===== src/design/b64enc_pkg.sv =====
`timescale 1ns / 1ps
// ----------------------------------------------------------------------------
// Base64 encoder package
// Shared types, constants and the sextet-to-ASCII mapping.
// ----------------------------------------------------------------------------
package b64enc_pkg;

    localparam int Q_DEPTH = 2;
    localparam int Q_PTR_W = (Q_DEPTH > 1) ? $clog2(Q_DEPTH) : 1;
    localparam int Q_CNT_W = $clog2(Q_DEPTH + 1);

    localparam logic [7:0] PAD_CHAR   = 8'h3D;
    localparam logic [7:0] PLUS_CHAR  = 8'h2B;
    localparam logic [7:0] SLASH_CHAR = 8'h2F;

    typedef logic [1:0] pads_t;

    localparam pads_t PADS_NONE = 2'd0;
    localparam pads_t PADS_ONE  = 2'd1;
    localparam pads_t PADS_TWO  = 2'd2;

    // One 3-byte group ready for output, with its padding and end flag.
    typedef struct packed {
        logic [23:0] triple;
        pads_t       pads;
        logic        last;
    } group_t;

    function automatic logic [7:0] sextet_char(input logic [5:0] v);
        logic [7:0] c;
        if (v < 6'd26)
            c = 8'h41 + {2'b00, v};
        else if (v < 6'd52)
            c = 8'h61 + {2'b00, v - 6'd26};
        else if (v < 6'd62)
            c = 8'h30 + {2'b00, v - 6'd52};
        else if (v == 6'd62)
            c = PLUS_CHAR;
        else
            c = SLASH_CHAR;
        return c;
    endfunction

endpackage


===== src/design/b64enc_byte_if.sv =====
`timescale 1ns / 1ps
// ----------------------------------------------------------------------------
// Byte channel
// Valid/ready channel carrying one message byte and its end-of-message flag.
// ----------------------------------------------------------------------------
interface b64enc_byte_if;
    logic       valid;
    logic       ready;
    logic [7:0] data_byte;
    logic       last_byte;

    modport source (output valid, output data_byte, output last_byte, input ready);
    modport sink (input valid, input data_byte, input last_byte, output ready);
endinterface


===== src/design/b64enc_char_if.sv =====
`timescale 1ns / 1ps
// ----------------------------------------------------------------------------
// Character channel
// Valid/ready channel carrying one encoded character and its end flag.
// ----------------------------------------------------------------------------
interface b64enc_char_if;
    logic       valid;
    logic       ready;
    logic [7:0] out_char;
    logic       last_char;

    modport source (output valid, output out_char, output last_char, input ready);
    modport sink (input valid, input out_char, input last_char, output ready);
endinterface


===== src/design/b64enc_front.sv =====
`timescale 1ns / 1ps
// ----------------------------------------------------------------------------
// Base64 encoder front end
// Collects bytes into 3-byte groups and hands each finished group to the queue.
// ----------------------------------------------------------------------------
module b64enc_front
    import b64enc_pkg::*;
(
    input  logic           clk,
    input  logic           rst_n,
    b64enc_byte_if.sink    msg,
    output logic           push,
    output group_t         push_group,
    input  logic           push_ready
);

    logic [1:0] pos_reg;
    logic [1:0] pos_next;
    logic [7:0] first_reg;
    logic [7:0] second_reg;
    logic       accept;
    logic       group_full;

    assign msg.ready = push_ready;
    assign accept    = msg.valid && push_ready;
    // Position three cannot occur; it is treated like the third byte slot.
    assign group_full = pos_reg[1];
    assign push       = accept && (group_full || msg.last_byte);

    always_comb
    begin
        push_group = '0;
        pos_next   = pos_reg;
        if (group_full)
        begin
            push_group.triple = {first_reg, second_reg, msg.data_byte};
            push_group.pads   = PADS_NONE;
            push_group.last   = msg.last_byte;
        end
        else if (pos_reg == 2'd1)
        begin
            push_group.triple = {first_reg, msg.data_byte, 8'h00};
            push_group.pads   = PADS_ONE;
            push_group.last   = 1'b1;
        end
        else
        begin
            push_group.triple = {msg.data_byte, 16'h0000};
            push_group.pads   = PADS_TWO;
            push_group.last   = 1'b1;
        end
        if (accept)
        begin
            if (group_full || msg.last_byte)
                pos_next = 2'd0;
            else
                pos_next = pos_reg + 2'd1;
        end
    end

    always_ff @(posedge clk or negedge rst_n)
    begin
        if (!rst_n)
            pos_reg <= 2'd0;
        else
            pos_reg <= pos_next;
    end

    always_ff @(posedge clk)
    begin
        if (accept && !msg.last_byte && pos_reg == 2'd0)
            first_reg <= msg.data_byte;
        if (accept && !msg.last_byte && pos_reg == 2'd1)
            second_reg <= msg.data_byte;
    end

endmodule


===== src/design/b64enc_queue.sv =====
`timescale 1ns / 1ps
// ----------------------------------------------------------------------------
// Base64 encoder group queue
// Short FIFO of finished groups between the front and back ends.
// ----------------------------------------------------------------------------
module b64enc_queue
    import b64enc_pkg::*;
(
    input  logic   clk,
    input  logic   rst_n,
    input  logic   push,
    input  group_t push_group,
    output logic   push_ready,
    input  logic   pop,
    output group_t pop_group,
    output logic   pop_valid
);

    group_t               slot_reg [Q_DEPTH];
    logic [Q_PTR_W-1:0]   wr_ptr_reg;
    logic [Q_PTR_W-1:0]   rd_ptr_reg;
    logic [Q_CNT_W-1:0]   count_reg;
    logic                 do_push;
    logic                 do_pop;

    assign push_ready = (count_reg != Q_CNT_W'(Q_DEPTH));
    assign pop_valid  = (count_reg != '0);
    assign pop_group  = slot_reg[rd_ptr_reg];
    assign do_push    = push && push_ready;
    assign do_pop     = pop && pop_valid;

    function automatic logic [Q_PTR_W-1:0] ptr_inc(input logic [Q_PTR_W-1:0] p);
        logic [Q_PTR_W-1:0] n;
        if (p == Q_PTR_W'(Q_DEPTH - 1))
            n = '0;
        else
            n = p + Q_PTR_W'(1);
        return n;
    endfunction

    always_ff @(posedge clk or negedge rst_n)
    begin
        if (!rst_n)
        begin
            wr_ptr_reg <= '0;
            rd_ptr_reg <= '0;
            count_reg  <= '0;
        end
        else
        begin
            if (do_push)
                wr_ptr_reg <= ptr_inc(wr_ptr_reg);
            if (do_pop)
                rd_ptr_reg <= ptr_inc(rd_ptr_reg);
            if (do_push && !do_pop)
                count_reg <= count_reg + Q_CNT_W'(1);
            else if (do_pop && !do_push)
                count_reg <= count_reg - Q_CNT_W'(1);
        end
    end

    always_ff @(posedge clk)
    begin
        if (do_push)
            slot_reg[wr_ptr_reg] <= push_group;
    end

endmodule


===== src/design/b64enc_back.sv =====
`timescale 1ns / 1ps
// ----------------------------------------------------------------------------
// Base64 encoder back end
// Turns each queued group into four characters, one per cycle while the
// receiver is ready, through a registered output stage.
// ----------------------------------------------------------------------------
module b64enc_back
    import b64enc_pkg::*;
(
    input  logic          clk,
    input  logic          rst_n,
    input  logic          pop_valid,
    input  group_t        pop_group,
    output logic          pop,
    b64enc_char_if.source enc
);

    group_t     grp_reg;
    logic       busy_reg;
    logic [1:0] idx_reg;
    logic       valid_reg;
    logic [7:0] char_reg;
    logic       last_reg;

    logic       load;
    logic [5:0] sextet;
    logic [7:0] char_next;
    logic       last_next;
    logic [2:0] pad_sum;

    assign enc.valid     = valid_reg;
    assign enc.out_char  = char_reg;
    assign enc.last_char = last_reg;

    // The output register can take a new character when empty or draining.
    assign load = !valid_reg || enc.ready;
    // Fetch a group when idle, or as the last character of the current one is loaded.
    assign pop  = !busy_reg || (load && idx_reg == 2'd3);

    always_comb
    begin
        case (idx_reg)
            2'd0:    sextet = grp_reg.triple[23:18];
            2'd1:    sextet = grp_reg.triple[17:12];
            2'd2:    sextet = grp_reg.triple[11:6];
            2'd3:    sextet = grp_reg.triple[5:0];
            default: sextet = grp_reg.triple[5:0];
        endcase
        pad_sum = {1'b0, idx_reg} + {1'b0, grp_reg.pads};
        if (pad_sum[2])
            char_next = PAD_CHAR;
        else
            char_next = sextet_char(sextet);
        last_next = grp_reg.last && (idx_reg == 2'd3);
    end

    always_ff @(posedge clk or negedge rst_n)
    begin
        if (!rst_n)
        begin
            busy_reg  <= 1'b0;
            idx_reg   <= 2'd0;
            valid_reg <= 1'b0;
        end
        else
        begin
            if (load)
                valid_reg <= busy_reg;
            if (busy_reg && load)
                idx_reg <= idx_reg + 2'd1;
            if (pop)
                busy_reg <= pop_valid;
        end
    end

    always_ff @(posedge clk)
    begin
        if (pop && pop_valid)
            grp_reg <= pop_group;
        if (load && busy_reg)
        begin
            char_reg <= char_next;
            last_reg <= last_next;
        end
    end

endmodule


===== src/design/base64_encoder_core.sv =====
`timescale 1ns / 1ps
// ----------------------------------------------------------------------------
// Base64 encoder core
// Streaming standard-alphabet Base64 encoder with '=' padding.
// ----------------------------------------------------------------------------
// The msg channel takes one message byte per transfer, and last_byte marks
// the final byte of a message. The enc channel delivers one ASCII character
// per transfer, with last_char on the final character, which is a pad when
// the message length is not a multiple of three. A byte can be taken in every
// cycle while the group queue has room; each group of up to three bytes yields
// four characters, and the single-character output register, which sends one
// character at a time, limits the sustained rate. A two-entry group queue lets
// the input keep accepting bytes while earlier groups are still being sent. Each
// group passes the queue and group register before reaching the output register.
module base64_encoder_core
    import b64enc_pkg::*;
(
    input  logic          clk,
    input  logic          rst_n,
    b64enc_byte_if.sink   msg,
    b64enc_char_if.source enc
);

    logic   push;
    group_t push_group;
    logic   push_ready;
    logic   pop;
    group_t pop_group;
    logic   pop_valid;

    b64enc_front u_front (
        .clk        (clk),
        .rst_n      (rst_n),
        .msg        (msg),
        .push       (push),
        .push_group (push_group),
        .push_ready (push_ready)
    );

    b64enc_queue u_queue (
        .clk        (clk),
        .rst_n      (rst_n),
        .push       (push),
        .push_group (push_group),
        .push_ready (push_ready),
        .pop        (pop),
        .pop_group  (pop_group),
        .pop_valid  (pop_valid)
    );

    b64enc_back u_back (
        .clk       (clk),
        .rst_n     (rst_n),
        .pop_valid (pop_valid),
        .pop_group (pop_group),
        .pop       (pop),
        .enc       (enc)
    );

endmodule


===== src/flat_wrapper.sv =====
// flat-port wrapper written by rule: the top's interface ports become plain ports
module base64_encoder_core_flat import b64enc_pkg::*;
  (clk, rst_n, msg_valid, msg_data_byte, msg_last_byte, msg_ready, enc_valid, enc_out_char, enc_last_char, enc_ready);
  b64enc_byte_if msg_i ();
  b64enc_char_if enc_i ();
  input  logic clk;
  input  logic rst_n;
  input wire logic [$bits(msg_i.valid)-1:0] msg_valid;
  input wire logic [$bits(msg_i.data_byte)-1:0] msg_data_byte;
  input wire logic [$bits(msg_i.last_byte)-1:0] msg_last_byte;
  output wire logic [$bits(msg_i.ready)-1:0] msg_ready;
  output wire logic [$bits(enc_i.valid)-1:0] enc_valid;
  output wire logic [$bits(enc_i.out_char)-1:0] enc_out_char;
  output wire logic [$bits(enc_i.last_char)-1:0] enc_last_char;
  input wire logic [$bits(enc_i.ready)-1:0] enc_ready;
  assign msg_i.valid = msg_valid;
  assign msg_i.data_byte = msg_data_byte;
  assign msg_i.last_byte = msg_last_byte;
  assign msg_ready = msg_i.ready;
  assign enc_valid = enc_i.valid;
  assign enc_out_char = enc_i.out_char;
  assign enc_last_char = enc_i.last_char;
  assign enc_i.ready = enc_ready;
  base64_encoder_core u_core (.clk(clk), .rst_n(rst_n), .msg(msg_i), .enc(enc_i));
endmodule

===== config.mk =====
export PLATFORM = sky130hd
export DESIGN_NAME = base64_encoder_core_flat
export DESIGN_NICKNAME = d
export VERILOG_FILES = /design/src/design/b64enc_pkg.sv /design/src/design/b64enc_byte_if.sv /design/src/design/b64enc_char_if.sv /design/src/design/b64enc_front.sv /design/src/design/b64enc_queue.sv /design/src/design/b64enc_back.sv /design/src/design/base64_encoder_core.sv /design/src/flat_wrapper.sv
export SDC_FILE = /design/constraint.sdc
export NUM_CORES = 1
export LEC_CHECK = 0
export ABC_AREA = 1
export BUFFER_PORTS_ARGS = -buffer_cell sky130_fd_sc_hd__buf_2
export CELL_PAD_IN_SITES_DETAIL_PLACEMENT = 0
export CELL_PAD_IN_SITES_GLOBAL_PLACEMENT = 1
export CORE_AREA = 5 5 112 114
export DETAILED_ROUTE_END_ITERATION = 16
export DIE_AREA = 0 0 117 119
export PLACE_DENSITY = 0.83
export SYNTH_ARGS = -nofsm -noshare
export SYNTH_HDL_FRONTEND = slang
export SYNTH_HIERARCHICAL = 1
export SYNTH_SLANG_ARGS = --single-unit

===== constraint.sdc =====
create_clock -name clk -period 2.9 [get_ports clk]
set_input_delay 0.145 -clock clk [delete_from_list [all_inputs] [get_ports clk]]
set_output_delay 0.145 -clock clk [all_outputs]
set_load 0.01 [all_outputs]

==> results.cfg, run 1 <==
[yosys]
synth.most_common_cell = nand2_1
synth_area_leaders = edfxtp_1, nand2_1, dfrtp_1, ha_1, inv_1
syn-cell-area_sq_mm = 0.00544
synth-async-reset-ratio_pct = 8.62
avgSynthCellArea_sq_um = 10.8
synth_top_area_share_pct = 58.5
synthFlopType = edfxtp_1
synth_sequential_area_ratio_pct = 63.1
synth-edff-count = 106
yosys_warnings = 6
yosys.area.top_type = edfxtp_1
syn_inst = 504
ys_ff_latch = 116
synth_nets = 533
synthTopCellsByCount = nand2_1, edfxtp_1, inv_1, nand3_1, nor2_1
synthDistinctLibCells = 38

[place]
gp_congestion = 0.851
dp_hpwl_um = 6390
place.port_buffers = 23
post-place-ws_ns = 0.317
dpl_cell_area_sq_mm = 0.00565

[status]
status = finished clean

[sta]
clock.fmax_ghz = 0.385
finalHoldWorstSlack_ns = 0.0255
finalHoldViolations = 0
worst_slack_ns = 0.300
maxSlewViolCount = 0
fin_crit_sh_pct = 89.7
fin_tns_setup_ns = 0
period_needed_ns = 2.60
setup_viol = 0
slew_headroom_pct = 55.5
worst_pin_slew_ns = 0.664
clock_skew_ns = 0.0156
rsz0062_at_grt = false

[min_path]
hold_path_depth = 4
hold_start = msg_last_byte
worst_hold_path.endpoint = u_core/u_front/pos_reg[1]
min_path_type = in2reg

[die]
die_w_um = 117
rows = 39
start_util_pct = 48.1
die_area_sq_mm = 0.0139
die_h_um = 119
coreArea_sq_mm = 0.0113
pin_count = 24

[clock_network]
cts_tree = built
clk_latency_ns = 0.41
cts_root_buf = clkbuf_16
clk_path_buf_depth = 2
clkTransAtPathRegs_ns = 0.05
htree_num_levels = 4
clock_sinks = 116
cts_buffers = 17

[setup_path]
cpMaxStageDelayCell = dfrtp_1
regToRegStartpoint = u_core/u_back/idx_reg[0]
cp-startpoint = u_core/u_back/idx_reg[0]
startpoint_type = flop
path_class = reg2reg
arrival_ns = 2.76
r2r_cells = 14
crit_required_ns = 3.06
crit_path_end_kind = flop
rrSetupSlack_ns = 0.30
r2r_end = u_core/u_back/enc.out_char[5]
path_cells = inv_1, ha_1, inv_2, nand2_2, o21bai_4, ha_1, inv_1, xor2_1, ha_1, nand3_1, nand2_1, inv_1, nand2_1, nand2_1
path_max_fanout = 11
critPathMaxStageDelay_ns = 0.38

[pwr]
irDropWorstVdd_mv = 0.657
p_per_area_mw_per_mm2 = 1280
p_switching_mw = 3.11
p_seq_share_pct = 33.5
finalPower_mw = 8.03
internal-power_mw = 4.92
p_leak_nw = 2.72
pwr-share-clk_pct = 23.8
combPwrFrac_pct = 42.7
swShare_pct = 38.7

[global_route]
grt_first_pass_wirelength_um = 15500
grt_util_all_layers_pct = 14.4
grt_pass1_vias = 3393
gr-total-overflow = 0
grt_max_degree = 30
antenna_found_initial = 0

[finish]
final_cell_area_sq_mm = 0.00628
layout-drive-gt1-share_pct = 18.4
largest_reg_flops = 54
area_growth_pct = 15.5
fill_cells = 958
antenna_cells = 0
nNetsFinal = 577

[routing]
routed_wl_um = 9010
drc = 0
antenna_left = 0
vias = 3364
wl_per_cell_um = 12.8
viasPerCell = 4.79
first_pass_iters = 4
drtIter0Drc = 190

[job]
maxCapViolCount = 0
[placed cells by master (no fill, tap or decap), types with 2 or more instances in the layout]
cell	n
xor2_1	7
nand3_2	2
nand3_1	24
dlygate4sd3_1	9
edfxtp_1	106
xnor2_1	2
buf_2	23
ha_1	16
buf_4	5
o21ai_1	6
nor2_2	11
clkinvlp_4	3
bufinv_16	2
inv_2	7
nand2_4	3
clkinv_1	2
o31ai_1	2
a21oi_1	5
clkinv_2	5
nand2_2	14
o21bai_4	2
inv_1	44
dfrtp_1	10
clkbuf_1	2
o21ai_0	7
clkbuf_16	17
nand2_1	188
nand4_1	2
nor2_4	3
nor2_1	19
[layout make-up]
| class | instances | area (sq um) | share of cell area (%) |
|---|---|---|---|
| well taps | 143 | 179 | 2.85 |
| multi-input cells | 324 | 1680 | 26.8 |
| clock inverters | 12 | 115 | 1.83 |
| repair buffers | 37 | 243 | 3.86 |
| flip-flops and latches | 116 | 3430 | 54.6 |
| inverters | 52 | 198 | 3.15 |
| clock buffers | 19 | 433 | 6.89 |
[critical path, delay by kind of cell (launching register included)]
| kind | cells | cell delay [ns] |
|---|---|---|
| AOI/OAI and AO/OA | 1 | 0.27 |
| adders and majority gates | 3 | 0.70 |
| xor gates and xnor gates | 1 | 0.18 |
| DFF | 1 | 0.38 |
| buffers and inverters | 4 | 0.47 |
| and+or+nand+nor | 5 | 0.34 |
[power groups by stage]
stage	combinational, mW	sequential, mW	clock [mW]
global route	3.92	2.72	2.03
finish	3.43	2.69	1.91
CTS	3.46	2.69	1.95
detailed placement	3.43	2.72	0
global placement	3.34	2.71	0
floorplan	2.77	2.73	0
[through the flow]
stage	instances	utilization (%)
final	703	55.5
after global routing	703	55.5
after CTS	703	55.5
after detailed placement	663	49.9
after global placement	663	49.9
after floorplan	504	-
[worst max path at each step]
stage / cells after the start / endpoint
after floorplan: 6 / u_core/u_queue/slot_reg[1][0]
after global placement: 14 / u_core/u_back/enc.out_char[5]
after detailed placement: 14 / u_core/u_back/enc.out_char[5]
after CTS: 14 / u_core/u_back/enc.out_char[5]
after global routing: 14 / u_core/u_back/enc.out_char[5]
final: 14 / u_core/u_back/enc.out_char[5]
[per-layer routing]
| metal | wire, um | track usage [%] | vias to the layer above |
|---|---|---|---|
| li1 | - | - | 1737 |
| met1 | 3970 | 17.4 | 1540 |
| met2 | 4450 | 22.7 | 70 |
| met3 | 383 | 4.36 | 17 |
| met4 | 203 | 8.46 | 0 |
| met5 | 0 | 0 | - |
[logic make-up (layout without fill, tap and decap cells)]
kind of cell / count (synthesis) / after routing / share of synthesized area [%]
xor gates and xnor gates: 9 / 9 / 1.45
adders and majority gates: 16 / 16 / 3.68
DFF: 116 / 116 / 63.1
buffers and inverters: 64 / 120 / 6.09
and+or+nand+nor: 273 / 273 / 22.3
AOI/OAI and AO/OA: 26 / 26 / 3.40
[timing repair]
item,in CTS,in global routing
hold endpoints to repair,26,0
buffers inserted,0,0
resized for setup,0,0
hold buffers,9,0
(Power assumes the default switching activity.)
==> run 2: changes to the inputs <==
--- a/config.mk
+++ b/config.mk
@@ -9,10 +9,10 @@
 export BUFFER_PORTS_ARGS = -buffer_cell sky130_fd_sc_hd__buf_2
 export CELL_PAD_IN_SITES_DETAIL_PLACEMENT = 0
 export CELL_PAD_IN_SITES_GLOBAL_PLACEMENT = 1
-export CORE_AREA = 5 5 112 114
+export CORE_AREA = 5 5 108 110
 export DETAILED_ROUTE_END_ITERATION = 16
-export DIE_AREA = 0 0 117 119
-export PLACE_DENSITY = 0.83
+export DIE_AREA = 0 0 113 115
+export PLACE_DENSITY = 0.88
 export SYNTH_ARGS = -nofsm -noshare
 export SYNTH_HDL_FRONTEND = slang
 export SYNTH_HIERARCHICAL = 1
==> constraint.sdc (replaced) <==
create_clock -name clk -period 3.23 [get_ports clk]
set_input_delay 0.1615 -clock clk [delete_from_list [all_inputs] [get_ports clk]]
set_output_delay 0.1615 -clock clk [all_outputs]
set_load 0.01 [all_outputs]
==> run 2 against run 1 <==
Effect of this change: sequential cell count is the same; combinational power shrank 10%; maximum frequency rose by 0.52%; final area increased by 0.34%; wire length rose by 1.5%; largest power group unchanged.
==> results.cfg, run 2 (synthesized netlist as in run 1, its figures left out) <==
[finish]
layout-drive-gt1-share_pct = 18.4
final_util_pct = 59.5
final_common_cell = nand2_1
largest_reg_flops = 54
stdcell_count = 705
antenna_cells = 0
area_growth_pct = 15.9
nNetsFinal = 581
mostFrequentLayoutCells = nand2_1, edfxtp_1, inv_1, nand3_1, buf_2

[place]
dp_hpwl_um = 6310
place.port_buffers = 23
place_inst = 660
gp_congestion = 0.872

[sta]
setup_viol = 0
worst_pin_slew_ns = 0.673
fin_crit_sh_pct = 80.1
period_needed_ns = 2.59
finalHoldViolations = 0
maxSlewViolCount = 0
clock.fmax_ghz = 0.387
slew_headroom_pct = 55.0
finalHoldWorstSlack_ns = 0.0643
fin_tns_setup_ns = 0
clock_skew_ns = 0.00589
rsz0062_at_grt = false

[setup_path]
r2r_cells = 14
path_max_fanout = 11
startpoint_type = flop
cp-startpoint = u_core/u_back/idx_reg[0]
crit_path_end_kind = flop
path_class = reg2reg
arrival_ns = 2.86
crit_required_ns = 3.50
regToRegStartpoint = u_core/u_back/idx_reg[0]

[routing]
drtIter0Drc = 234
viasPerCell = 4.79
drc = 0
routed_wl_um = 9140
vias = 3377
antenna_left = 0
wl_per_cell_um = 13.0
first_pass_iters = 4

[global_route]
grt_util_all_layers_pct = 15.6
grt_first_pass_wirelength_um = 15600
grt_max_degree = 30
gr-total-overflow = 0
antenna_found_initial = 0
grt_pass1_vias = 3331

[min_path]
min_path_type = in2async

[clock_network]
cts_root_buf = clkbuf_8
clk_latency_ns = 0.51
clkTransAtPathRegs_ns = 0.06
cts_tree = built
clock_sinks = 116
htree_num_levels = 4
clk_path_buf_depth = 2
cts.repair.resized = 0
cts_buffers = 17

[die]
pin_count = 24
start_util_pct = 51.3
die_h_um = 115
rows = 38
die_area_sq_mm = 0.0130
die_w_um = 113
coreArea_sq_mm = 0.0106

[pwr]
p_leak_nw = 2.72
irDropWorstVdd_mv = 0.660
p_per_area_mw_per_mm2 = 1130

[job]
maxCapViolCount = 0

[status]
status = finished clean
[run 2: cell count changes in the layout (fill, tap and decap cells not counted), moves of 2 or more]
cell	delta
clkinvlp_4	+2
dlygate4sd3_1	+4
clkinv_2	-3
clkinv_4	+2
[run 2: power by group]
part	switching, mW	leakage [nW]	internal, mW	total, mW
clock network	0.630	0.245	1.01	1.64
logic	2.05	1.38	1.03	3.08
registers	0.136	1.10	2.28	2.42
total	2.81	2.72	4.33	7.14
[run 2: worst paths after layout]
path                                                 endpoint  slack (ns)
worst max-delay path            u_core/u_back/enc.out_char[5]        0.64
worst min-delay path                u_core/u_front/pos_reg[1]        0.06
worst max register to register  u_core/u_back/enc.out_char[5]        0.64
worst min register to register        u_core/u_back/enc.valid        0.48
max in group asynchronous         u_core/u_queue/count_reg[0]        2.97
min in group clk                  u_core/u_front/first_reg[6]        0.43
[run 2: critical path: stages (launching register included)]
cell	delay [ns]
dfrtp_1	0.38
inv_1	0.11
ha_1	0.23
inv_2	0.23
nand2_2	0.12
o21bai_4	0.27
ha_1	0.19
inv_1	0.10
xor2_1	0.18
ha_1	0.28
nand3_1	0.07
nand2_1	0.06
inv_1	0.03
nand2_1	0.05
nand2_1	0.04
[run 2: final cells by class]
type	count	area [sq um]
clock buffers	19	422
clock inverters	13	111
multi-input cells	324	1680
fillers	853	4300
inverters	52	198
flip-flops and latches	116	3430
repair buffers	41	283
well taps	140	175
[run 2: metrics by stage]
| step | power [mW] | setup slack (ns) | cell area, sq um |
|---|---|---|---|
| global placement | 5.43 | 0.723 | 5640 |
| CTS | 7.20 | 0.654 | 6310 |
| detailed placement | 5.51 | 0.675 | 5640 |
| floorplan | 4.94 | 0.843 | 5440 |
| finish | 7.14 | 0.643 | 6310 |
| global route | 7.68 | 0.452 | 6310 |
[run 2: repair_timing]
item,CTS,global route
setup buffers,0,0
hold buffers,13,0
hold endpoints to repair,40,0
[run 2: routing by layer]
layer | up-vias | wire (um) | track usage, %
met5 | - | 0 | 0
met4 | 0 | 189 | 6.73
met3 | 16 | 400 | 4.74
met2 | 59 | 4800 | 27.8
met1 | 1553 | 3750 | 17.3
li1 | 1749 | - | -
